<file path="config.mk">
export PLATFORM = sky130hd
export DESIGN_NAME = hsv_to_rgb_converter
export DESIGN_NICKNAME = d
export VERILOG_FILES = /design/src/design/hsv_pkg.sv /design/src/design/hsv_to_rgb_converter.sv
export SDC_FILE = /design/constraint.sdc
export NUM_CORES = 2
export LEC_CHECK = 0
export BUFFER_PORTS_ARGS = -buffer_cell sky130_fd_sc_hd__buf_2
export CELL_PAD_IN_SITES_DETAIL_PLACEMENT = 0
export CELL_PAD_IN_SITES_GLOBAL_PLACEMENT = 1
export CORE_ASPECT_RATIO = 1.25
export CORE_UTILIZATION = 25
export CTS_BUF_LIST = sky130_fd_sc_hd__clkbuf_4 sky130_fd_sc_hd__clkbuf_8
export CTS_CLUSTER_SIZE = 30
export DETAILED_ROUTE_END_ITERATION = 6
export PLACE_DENSITY = 0.58
export REMOVE_ABC_BUFFERS = 1
export SLEW_MARGIN = 20
export SYNTH_ARGS = -nofsm -noshare
export SYNTH_HDL_FRONTEND = slang
export SYNTH_SLANG_ARGS = --single-unit
</file>
<file path="constraint.sdc">
create_clock -name i_clk -period 7.44 [get_ports i_clk]
set_input_delay 0.744 -clock i_clk [delete_from_list [all_inputs] [get_ports i_clk]]
set_output_delay 0.744 -clock i_clk [all_outputs]
set_load 0.02 [all_outputs]
</file>
<file path="src/design/hsv_pkg.sv">
// types and constants shared by the hsv to rgb converter
`default_nettype none

package hsv_pkg;

    localparam int HUE_W = 9;
    localparam int PCT_W = 8;
    localparam int LVL_W = 8;

    localparam logic [HUE_W-1:0] HUE_WRAP  = 9'd360;
    localparam logic [PCT_W-1:0] PCT_FULL  = 8'd100;
    localparam logic [5:0]       DEG_SECTOR = 6'd60;
    localparam logic [12:0]      SPAN      = 13'd6000;

    localparam logic [HUE_W-1:0] HUE_SEC1 = 9'd60;
    localparam logic [HUE_W-1:0] HUE_SEC2 = 9'd120;
    localparam logic [HUE_W-1:0] HUE_SEC3 = 9'd180;
    localparam logic [HUE_W-1:0] HUE_SEC4 = 9'd240;
    localparam logic [HUE_W-1:0] HUE_SEC5 = 9'd300;

    // divisors and reciprocal estimates, floor(2^shift / divisor)
    localparam logic [27:0] DIV_Q   = 28'd600000;
    localparam logic [8:0]  RECIP_Q = 9'd447;
    localparam int          SHIFT_Q = 28;
    localparam logic [21:0] DIV_P   = 22'd10000;
    localparam logic [8:0]  RECIP_P = 9'd419;
    localparam int          SHIFT_P = 22;
    localparam logic [14:0] DIV_V   = 15'd100;
    localparam logic [8:0]  RECIP_V = 9'd327;
    localparam int          SHIFT_V = 15;

    typedef enum logic [2:0] {
        SEC_0 = 3'd0,
        SEC_1 = 3'd1,
        SEC_2 = 3'd2,
        SEC_3 = 3'd3,
        SEC_4 = 3'd4,
        SEC_5 = 3'd5
    } t_sector;

    typedef struct packed {
        logic [HUE_W-1:0] hue_deg;
        logic [PCT_W-1:0] sat_pct;
        logic [PCT_W-1:0] val_pct;
    } t_hsv_req;

    typedef struct packed {
        logic [LVL_W-1:0] red_level;
        logic [LVL_W-1:0] green_level;
        logic [LVL_W-1:0] blue_level;
    } t_rgb_res;

endpackage

`default_nettype wire

</file>
<file path="src/design/hsv_to_rgb_converter.sv">
// hsv to rgb converter: seven stage pipeline from hsv request to rgb levels
`default_nettype none

// One request per clock. o_busy is always low, so a request is taken whenever
// i_start is high; its result appears with o_valid once it has passed the
// pipeline stages in order: hue wrap and clamp, sector split, numerator
// terms, the scaling multiplies, a reciprocal estimate of each constant
// division, the remainder check and the final correction and channel
// select. Results are not held, the receiver takes each one in the
// cycle it is shown.
module hsv_to_rgb_converter
    import hsv_pkg::*;
(
    input  wire logic     i_clk,
    input  wire logic     i_rst_n,
    input  wire logic     i_start,
    input  wire t_hsv_req i_req,
    output logic          o_busy,
    output logic          o_valid,
    output t_rgb_res      o_res
);

    // stage 1: hue wrap and clamp
    logic             r_s1_vld, n_s1_vld;
    logic [HUE_W-1:0] r_s1_hue, n_s1_hue;
    logic [6:0]       r_s1_sat, n_s1_sat;
    logic [6:0]       r_s1_val, n_s1_val;

    // stage 2: sector and remainder
    logic             r_s2_vld;
    t_sector          r_s2_sec, n_s2_sec;
    logic [5:0]       r_s2_rem, n_s2_rem;
    logic [6:0]       r_s2_sat;
    logic [6:0]       r_s2_val;

    // stage 3: numerator terms
    logic             r_s3_vld;
    t_sector          r_s3_sec;
    logic [12:0]      r_s3_nq, n_s3_nq;
    logic [12:0]      r_s3_nt, n_s3_nt;
    logic [6:0]       r_s3_np, n_s3_np;
    logic [14:0]      r_s3_v255, n_s3_v255;

    // stage 4: scaled products
    logic             r_s4_vld;
    t_sector          r_s4_sec;
    logic [27:0]      r_s4_xq, n_s4_xq;
    logic [27:0]      r_s4_xt, n_s4_xt;
    logic [21:0]      r_s4_xp, n_s4_xp;
    logic [14:0]      r_s4_xv;

    // stage 5: quotient estimates
    logic             r_s5_vld;
    t_sector          r_s5_sec;
    logic [27:0]      r_s5_xq;
    logic [27:0]      r_s5_xt;
    logic [21:0]      r_s5_xp;
    logic [14:0]      r_s5_xv;
    logic [36:0]      n_prod_q, n_prod_t;
    logic [30:0]      n_prod_p;
    logic [23:0]      n_prod_v;
    logic [LVL_W-1:0] r_s5_eq, r_s5_et, r_s5_ep, r_s5_ev;

    // stage 6: remainders
    logic             r_s6_vld;
    t_sector          r_s6_sec;
    logic [LVL_W-1:0] r_s6_eq, r_s6_et, r_s6_ep, r_s6_ev;
    logic [27:0]      r_s6_rq, n_s6_rq;
    logic [27:0]      r_s6_rt, n_s6_rt;
    logic [21:0]      r_s6_rp, n_s6_rp;
    logic [14:0]      r_s6_rv, n_s6_rv;

    // stage 7: correction and channel select
    logic [LVL_W-1:0] n_lq, n_lt, n_lp, n_lv;
    t_rgb_res         n_res;
    logic             r_out_vld;
    t_rgb_res         r_out_res;

    assign o_busy  = 1'b0;
    assign o_valid = r_out_vld;
    assign o_res   = r_out_res;

    assign n_s1_vld = i_start;

    always_comb begin
        n_s1_hue = (i_req.hue_deg >= HUE_WRAP) ? i_req.hue_deg - HUE_WRAP : i_req.hue_deg;
        n_s1_sat = (i_req.sat_pct > PCT_FULL) ? PCT_FULL[6:0] : i_req.sat_pct[6:0];
        n_s1_val = (i_req.val_pct > PCT_FULL) ? PCT_FULL[6:0] : i_req.val_pct[6:0];
    end

    always_comb begin
        priority if (r_s1_hue >= HUE_SEC5) begin
            n_s2_sec = SEC_5;
            n_s2_rem = 6'(r_s1_hue - HUE_SEC5);
        end else if (r_s1_hue >= HUE_SEC4) begin
            n_s2_sec = SEC_4;
            n_s2_rem = 6'(r_s1_hue - HUE_SEC4);
        end else if (r_s1_hue >= HUE_SEC3) begin
            n_s2_sec = SEC_3;
            n_s2_rem = 6'(r_s1_hue - HUE_SEC3);
        end else if (r_s1_hue >= HUE_SEC2) begin
            n_s2_sec = SEC_2;
            n_s2_rem = 6'(r_s1_hue - HUE_SEC2);
        end else if (r_s1_hue >= HUE_SEC1) begin
            n_s2_sec = SEC_1;
            n_s2_rem = 6'(r_s1_hue - HUE_SEC1);
        end else begin
            n_s2_sec = SEC_0;
            n_s2_rem = r_s1_hue[5:0];
        end
    end

    always_comb begin
        n_s3_nq   = SPAN - ({6'd0, r_s2_sat} * {7'd0, r_s2_rem});
        n_s3_nt   = SPAN - ({6'd0, r_s2_sat} * {7'd0, DEG_SECTOR - r_s2_rem});
        n_s3_np   = PCT_FULL[6:0] - r_s2_sat;
        n_s3_v255 = {r_s2_val, 8'd0} - {8'd0, r_s2_val};
    end

    always_comb begin
        n_s4_xq = {13'd0, r_s3_v255} * {15'd0, r_s3_nq};
        n_s4_xt = {13'd0, r_s3_v255} * {15'd0, r_s3_nt};
        n_s4_xp = {7'd0, r_s3_v255} * {15'd0, r_s3_np};
    end

    // estimates may be one low, never high
    always_comb begin
        n_prod_q = {9'd0, r_s4_xq} * {28'd0, RECIP_Q};
        n_prod_t = {9'd0, r_s4_xt} * {28'd0, RECIP_Q};
        n_prod_p = {9'd0, r_s4_xp} * {22'd0, RECIP_P};
        n_prod_v = {9'd0, r_s4_xv} * {15'd0, RECIP_V};
    end

    always_comb begin
        n_s6_rq = r_s5_xq - ({20'd0, r_s5_eq} * DIV_Q);
        n_s6_rt = r_s5_xt - ({20'd0, r_s5_et} * DIV_Q);
        n_s6_rp = r_s5_xp - ({14'd0, r_s5_ep} * DIV_P);
        n_s6_rv = r_s5_xv - ({7'd0, r_s5_ev} * DIV_V);
    end

    always_comb begin
        n_lq = (r_s6_rq >= DIV_Q) ? r_s6_eq + 8'd1 : r_s6_eq;
        n_lt = (r_s6_rt >= DIV_Q) ? r_s6_et + 8'd1 : r_s6_et;
        n_lp = (r_s6_rp >= DIV_P) ? r_s6_ep + 8'd1 : r_s6_ep;
        n_lv = (r_s6_rv >= DIV_V) ? r_s6_ev + 8'd1 : r_s6_ev;
        unique case (r_s6_sec)
            SEC_0: n_res = '{red_level: n_lv, green_level: n_lt, blue_level: n_lp};
            SEC_1: n_res = '{red_level: n_lq, green_level: n_lv, blue_level: n_lp};
            SEC_2: n_res = '{red_level: n_lp, green_level: n_lv, blue_level: n_lt};
            SEC_3: n_res = '{red_level: n_lp, green_level: n_lq, blue_level: n_lv};
            SEC_4: n_res = '{red_level: n_lt, green_level: n_lp, blue_level: n_lv};
            default: n_res = '{red_level: n_lv, green_level: n_lp, blue_level: n_lq};
        endcase
    end

    // valid bits
    always_ff @(posedge i_clk) begin
        if (!i_rst_n) begin
            r_s1_vld  <= 1'b0;
            r_s2_vld  <= 1'b0;
            r_s3_vld  <= 1'b0;
            r_s4_vld  <= 1'b0;
            r_s5_vld  <= 1'b0;
            r_s6_vld  <= 1'b0;
            r_out_vld <= 1'b0;
        end else begin
            r_s1_vld  <= n_s1_vld;
            r_s2_vld  <= r_s1_vld;
            r_s3_vld  <= r_s2_vld;
            r_s4_vld  <= r_s3_vld;
            r_s5_vld  <= r_s4_vld;
            r_s6_vld  <= r_s5_vld;
            r_out_vld <= r_s6_vld;
        end
    end

    // data path
    always_ff @(posedge i_clk) begin
        r_s1_hue  <= n_s1_hue;
        r_s1_sat  <= n_s1_sat;
        r_s1_val  <= n_s1_val;

        r_s2_sec  <= n_s2_sec;
        r_s2_rem  <= n_s2_rem;
        r_s2_sat  <= r_s1_sat;
        r_s2_val  <= r_s1_val;

        r_s3_sec  <= r_s2_sec;
        r_s3_nq   <= n_s3_nq;
        r_s3_nt   <= n_s3_nt;
        r_s3_np   <= n_s3_np;
        r_s3_v255 <= n_s3_v255;

        r_s4_sec  <= r_s3_sec;
        r_s4_xq   <= n_s4_xq;
        r_s4_xt   <= n_s4_xt;
        r_s4_xp   <= n_s4_xp;
        r_s4_xv   <= r_s3_v255;

        r_s5_sec  <= r_s4_sec;
        r_s5_xq   <= r_s4_xq;
        r_s5_xt   <= r_s4_xt;
        r_s5_xp   <= r_s4_xp;
        r_s5_xv   <= r_s4_xv;
        r_s5_eq   <= n_prod_q[SHIFT_Q +: LVL_W];
        r_s5_et   <= n_prod_t[SHIFT_Q +: LVL_W];
        r_s5_ep   <= n_prod_p[SHIFT_P +: LVL_W];
        r_s5_ev   <= n_prod_v[SHIFT_V +: LVL_W];

        r_s6_sec  <= r_s5_sec;
        r_s6_eq   <= r_s5_eq;
        r_s6_et   <= r_s5_et;
        r_s6_ep   <= r_s5_ep;
        r_s6_ev   <= r_s5_ev;
        r_s6_rq   <= n_s6_rq;
        r_s6_rt   <= n_s6_rt;
        r_s6_rp   <= n_s6_rp;
        r_s6_rv   <= n_s6_rv;

        r_out_res <= n_res;
    end

endmodule

`default_nettype wire

</file>
### Word-level counts from Yosys, hierarchy flattened

Cells that the tools add are included.

| word-level totals | value |
|---|---|
| register bits | 480 |
| latch bits | 0 |
| bits in writable memories | 0 |
| ROM bits | 0 |
| bits of input ports | 28 |
| memories | 0 |

| operators by class | value |
|---|---|
| $add $sub $neg | 19 |
| multipliers | 13 |
| div/mod/pow operators | 0 |
| order comparisons | 12 |
| eq/ne operators | 4 |
| shifts and indexed selects | 0 |
| multiplexer cells | 15 |
| bitwise gates (word level) | 0 |
| reductions and logical operators | 2 |

Operator list:

| kind | count |
|---|---|
| one-hot mux 24 bit (5 select lines) | 1 |
| multiplier 28 x 9 -> 36 bit (second input constant) | 2 |
| >= comparator 28 x 20 -> 1 bit (second input constant) | 2 |
| multiplier 15 x 13 -> 28 bit | 2 |
| subtractor 28 bit | 2 |
| multiplier 8 x 14 -> 22 bit (second input constant) | 2 |
| adder 8 x 1 -> 8 bit (second input constant) | 4 |
| two-way mux 8 bit | 4 |
| multiplier 22 x 9 -> 30 bit (second input constant) | 1 |
| two-way mux 6 bit | 5 |
| subtractor 6 bit (second input constant) | 5 |
| multiplier 7 x 6 -> 13 bit | 2 |
| subtractor 13 bit (first input constant) | 2 |
| multiplier 15 x 9 -> 23 bit (second input constant) | 1 |
| >= comparator 22 x 14 -> 1 bit (second input constant) | 1 |
| multiplier 15 x 7 -> 22 bit | 1 |
| subtractor 22 bit | 1 |
| >= comparator 9 x 8 -> 1 bit (second input constant) | 2 |
| >= comparator 9 bit (second input constant) | 2 |
| multiplier 8 x 10 -> 18 bit (second input constant) | 1 |
| greater-than comparator 8 x 7 -> 1 bit (second input constant) | 2 |
| >= comparator 15 x 7 -> 1 bit (second input constant) | 1 |
| subtractor 15 bit | 1 |
| subtractor 15 x 7 -> 15 bit | 1 |
| 14 further kinds | 17 |

### Depth between registers and ports, before layout

| logic depth | value |
|---|---|
| depth in word-level cells | 6 |
| gate-level depth with buffers | 26 |
| mapped depth without buffers | 26 |

### Least setup slack after synthesis

OpenSTA, ideal clock, no wires.

| path | value |
|---|---|
| path type | reg-to-reg |
| start point | register r_s3_nt[1] |
| end point | register r_s4_xt[27] |
| library setup time | 121 ps |
| data arrival time | 5448 ps |
| required time | 7319 ps |
| slack | 1871 ps |
| stages on the path, launching flop included | 21 |
| cell sequence | dfxtp_1 > clkbuf_1 > nand2_1 > fa_1 > inv_1 > fa_1 > fa_1 > inv_1 > fa_1 > fa_1 > inv_1 > ha_1 > a21oi_1 > o211ai_1 > o31ai_2 > a21oi_1 > a41o_1 > a311o_1 > a21oi_1 > a21oi_1 > xnor2_1 |

| between the ends | value |
|---|---|
| longest elaborated chain between the ends | 1 |

RTL lines:

| item | RTL line | source |
|---|---|---|
| start, declared | hsv_to_rgb_converter.sv:40 | `logic [12:0] r_s3_nt, n_s3_nt;` |
| start signal, assigned | hsv_to_rgb_converter.sv:190 | `r_s3_nt <= n_s3_nt;` |
| multiplier 15 x 13 -> 28 bit | hsv_to_rgb_converter.sv:122 | `n_s4_xt = {13'd0, r_s3_v255} * {15'd0, r_s3_nt};` |
| via n_s4_xt[27] | hsv_to_rgb_converter.sv:48 | `logic [27:0] r_s4_xt, n_s4_xt;` |
| end signal, assigned | hsv_to_rgb_converter.sv:196 | `r_s4_xt <= n_s4_xt;` |
| end, declared | hsv_to_rgb_converter.sv:48 |  |

The timed path passes the listed nets, and every way through them passes these cells.
A chain may end at the register's enable or synchronous reset.

### Worst setup path in the final report

| path | value |
|---|---|
| start point | register r_s3_v255[4] |
| end point | register r_s4_xt[27] |

| between the ends | value |
|---|---|
| longest elaborated chain between the ends | 1 |

RTL lines:

| item | RTL line | source |
|---|---|---|
| start, declared | hsv_to_rgb_converter.sv:42 | `logic [14:0] r_s3_v255, n_s3_v255;` |
| start signal, assigned | hsv_to_rgb_converter.sv:192 | `r_s3_v255 <= n_s3_v255;` |
| multiplier 15 x 13 -> 28 bit | hsv_to_rgb_converter.sv:122 |  |
| via n_s4_xt[27] | hsv_to_rgb_converter.sv:48 |  |

The timed path passes the listed nets, and every way through them passes these cells.

==> out/results.ini <==
[yosys]
avgSynthCellArea_um2=9.533
ys.flop_type=dfxtp_1
yosys_warnings=0
syn_area_mm2=0.05239
ys_seq_area_share_pct=16.89
synth-edff-count=0
synth_cell_types=72
synthCells=5496
ys_ff_latch=442
async_reset_ff_share_pct=0

[drt]
drc=0
first_pass_iters=5
viasPerCell=4.195
via_count=35180
wirelength_mm=119.8
drt_iter0_markers=1136
antenna_left=0
avgRoutedWirePerCell_um=14.29

[floorplan]
pin_count=54
start_util_pct=25.19
rows=187
die_w_um=411.5
coreArea_mm2=0.2080
dieArea_mm2=0.2114
dieHeight_um=513.8

[cells_and_area]
drive_gt1_share_pct=4.931
nNetsFinal=7211
seq_area_mm2=0.008848
area_delta_synth_final_pct=10.93
multiInputGateArea_mm2=0.03834
fillers=21880

[outcome]
status=finished clean

[placement]
dp_hpwl_mm=100.4
port_buffers=52
gp_congestion=0.8044

[timing]
max_clock_freq_ghz=0.1575
hold_viol_final=0
finalCritPeriodShare_pct=85.35
layout_min_cycle_time_ns=6.350
rsz0062_at_grt=false
finalSetupViolCount=0
slew_violations=0
fin_worst_skew_ns=0.07189
worst_pin_slew_ns=1.055
max_slew_margin_pct=29.55
fin_setup_tns_ns=0

[global_routing]
antenna_found_initial=3
grt_max_degree=41
grt_use_total_pct=11.86
met2_usage_pct=21.48
grt_pass1_vias=39280
grt_pass1_wl_mm=201.5
gr-max-usage-layer=met2
gr-usage-met3_pct=1.291
met1_usage_pct=14.59
grt_overflow=0

[worst_setup_path]
r2r-start=r_s3_v255[4]$_DFF_P_
start_kind=flip-flop
crit_slowest_cell=dfxtp_1
crit_chain=buf_4, nand2_1, fa_1, fa_1, inv_1, fa_1, inv_1, fa_1, inv_1, fa_1, ha_1, a21oi_1, o21ai_0, nor3_1, a21oi_1, a41o_1, a311o_1, a21oi_1, a21oi_1, xnor2_1
crit_fanout=21
r2r_cells=20
regToRegEndpoint=r_s4_xt[27]$_DFF_P_
startpoint=r_s3_v255[4]$_DFF_P_
critPathCapture=r_s4_xt[27]$_DFF_P_
r2r_slack_ns=1.09
slowest_delay_ns=1.00
crit_path_end_kind=flip-flop
worstPathRequired_ns=8.08
crit_type=reg2reg
crit_arrival_ns=6.99
crit_path_frequent_cell=fa_1

[clocking]
hold_buffers=3
clockBufferDepth=3
clock_tree.root_cell=clkbuf_8
clkTransAtPathRegs_ns=0.06
post-cts-setup-buffer-count=0
htree_levels=3
cts_resized=0
cts.sinks=442
cts_buffers=88
cts_tree=done
clock_latency_ns=0.81

[worst_hold_path]
hold_path.class=in2reg

[run]
drv_cap=0

[critical path: cells and delay by family, from the launching register on]
family,cells,cell delay (ns)
AOI/OAI and AO/OA,7,1.49
xor gates and xnor gates,1,0.13
adders and majority gates,6,2.82
buffers and inverters,4,0.51
DFF,1,1.00
and+or+nand+nor,2,0.25
[kinds of logic (layout without fill, tap and decap cells)]
kind of cell	count (synthesis)	count (layout)	share of synthesized area [%]
mux	18	18	0.3486
flops	442	442	16.89
simple gates	1111	1111	10.35
compound gates	648	648	7.955
buf+inv	1387	1529	9.944
xor+xnor	275	275	4.611
other cells	1	7	0.007157
fa+ha+maj	1614	1614	49.89
[layer usage]
layer,vias to the layer above,part of all wire [%]
met3,135,2.4
met4,0,2.3
li1,17320,-
met2,349,51
met1,17370,45
met5,-,0
[cell type report]
class | count | area share (%)
Antenna cell | 6 | 0.02583
Clock buffer | 117 | 2.674
Clock inverter | 42 | 1.003
Inverter | 1281 | 8.273
Multi-Input combinational cell | 3667 | 65.96
Sequential cell | 442 | 15.22
Tap cell | 2740 | 5.899
Timing Repair Buffer | 89 | 0.9386
[metrics by stage]
| stage | worst slack (ns) | cell area (um2) | utilization (%) | hold WS (ns) | cells |
|---|---|---|---|---|---|
| final | 1.090 | 58120 | 27.94 | 0.1533 | 8384 |
| after floorplan | 1.718 | 51990 | - | 0.3096 | 5390 |
| after global placement | 1.074 | 55940 | 26.89 | 0.3115 | 8216 |
| after detailed placement | 1.040 | 55940 | 26.89 | 0.3128 | 8216 |
| after CTS | 1.050 | 58100 | 27.93 | 0.02022 | 8378 |
| after global routing | 0.6982 | 58110 | 27.94 | 0.08456 | 8379 |
[layout by cell type, fill, tap and decap left out, drive strengths merged, types with 57 or more instances in the layout]
cell type | synthesis | final
xor2 | 85 | 85
o21ai | 117 | 117
o21bai | 57 | 57
nand2 | 423 | 423
ha | 822 | 822
a21o | 59 | 59
xnor2 | 190 | 190
buf | 2 | 86
and2 | 273 | 273
inv | 1281 | 1288
nor2 | 160 | 160
clkbuf | 104 | 117
fa | 792 | 792
dfxtp | 442 | 442
a21oi | 216 | 216
[worst min path at each step]
stage	from	end	slack [ns]	depth (start not counted)
finish	i_req[10]	r_s1_sat[2]$_SDFF_PN1_	0.15	2
global route	i_req[10]	r_s1_sat[2]$_SDFF_PN1_	0.08	2
CTS	i_req[10]	r_s1_sat[2]$_SDFF_PN1_	0.02	2
detailed placement	r_s5_sec[2]$_DFF_P_	r_s6_sec[2]$_DFF_P_	0.31	0
global placement	r_s3_sec[2]$_DFF_P_	r_s4_sec[2]$_DFF_P_	0.31	0
floorplan	r_s1_sat[0]$_SDFF_PN0_	r_s2_sat[0]$_DFF_P_	0.31	0
[Yosys cell counts, types with 5 or more instances]
cell type / n / share of area, %
a21boi_0: 6 / 0.086
fa_1: 792 / 30
o21ai_0: 116 / 1.1
a311o_1: 5 / 0.096
clkbuf_1: 104 / 0.75
a31oi_1: 19 / 0.23
and2_1: 273 / 3.3
nor4_1: 15 / 0.18
and3_1: 27 / 0.32
nand2_1: 423 / 3.0
nor2b_1: 29 / 0.35
xor2_1: 85 / 1.4
o211ai_1: 21 / 0.30
a21o_1: 59 / 0.85
a211oi_1: 17 / 0.24
a311oi_1: 7 / 0.12
o21bai_1: 57 / 0.82
a31o_2: 7 / 0.12
a41oi_1: 8 / 0.13
a22oi_1: 5 / 0.072
a211o_1: 12 / 0.20
a21oi_1: 214 / 2.0
ha_1: 822 / 20
or2_2: 16 / 0.19
nand2b_1: 22 / 0.26
o21a_1: 30 / 0.43
nor2_1: 160 / 1.1
xnor2_1: 189 / 3.2
mux2i_1: 16 / 0.31
nor3_1: 49 / 0.47
o311ai_0: 6 / 0.10
dfxtp_1: 442 / 17
o31ai_1: 9 / 0.13
nand3_1: 45 / 0.43
inv_1: 1281 / 9.2
or3_1: 13 / 0.16
nand4_1: 17 / 0.20
o22ai_1: 6 / 0.072
[state kept, by name, indices dropped and copies added (netlist names), 15 cells and up]
name       flops
r_s4_xq       27
o_res         24
r_s4_xt       28
r_s4_xv       15
r_s6_rq       22
r_s4_xp       22
r_s3_v255     15
r_s6_rt       22
r_s5_xp       18
r_s5_xt       22
r_s6_rp       18
r_s5_xq       22
Power is not shown: default switching activity piles up to over one toggle a cycle in this logic, so the estimate is an artifact.
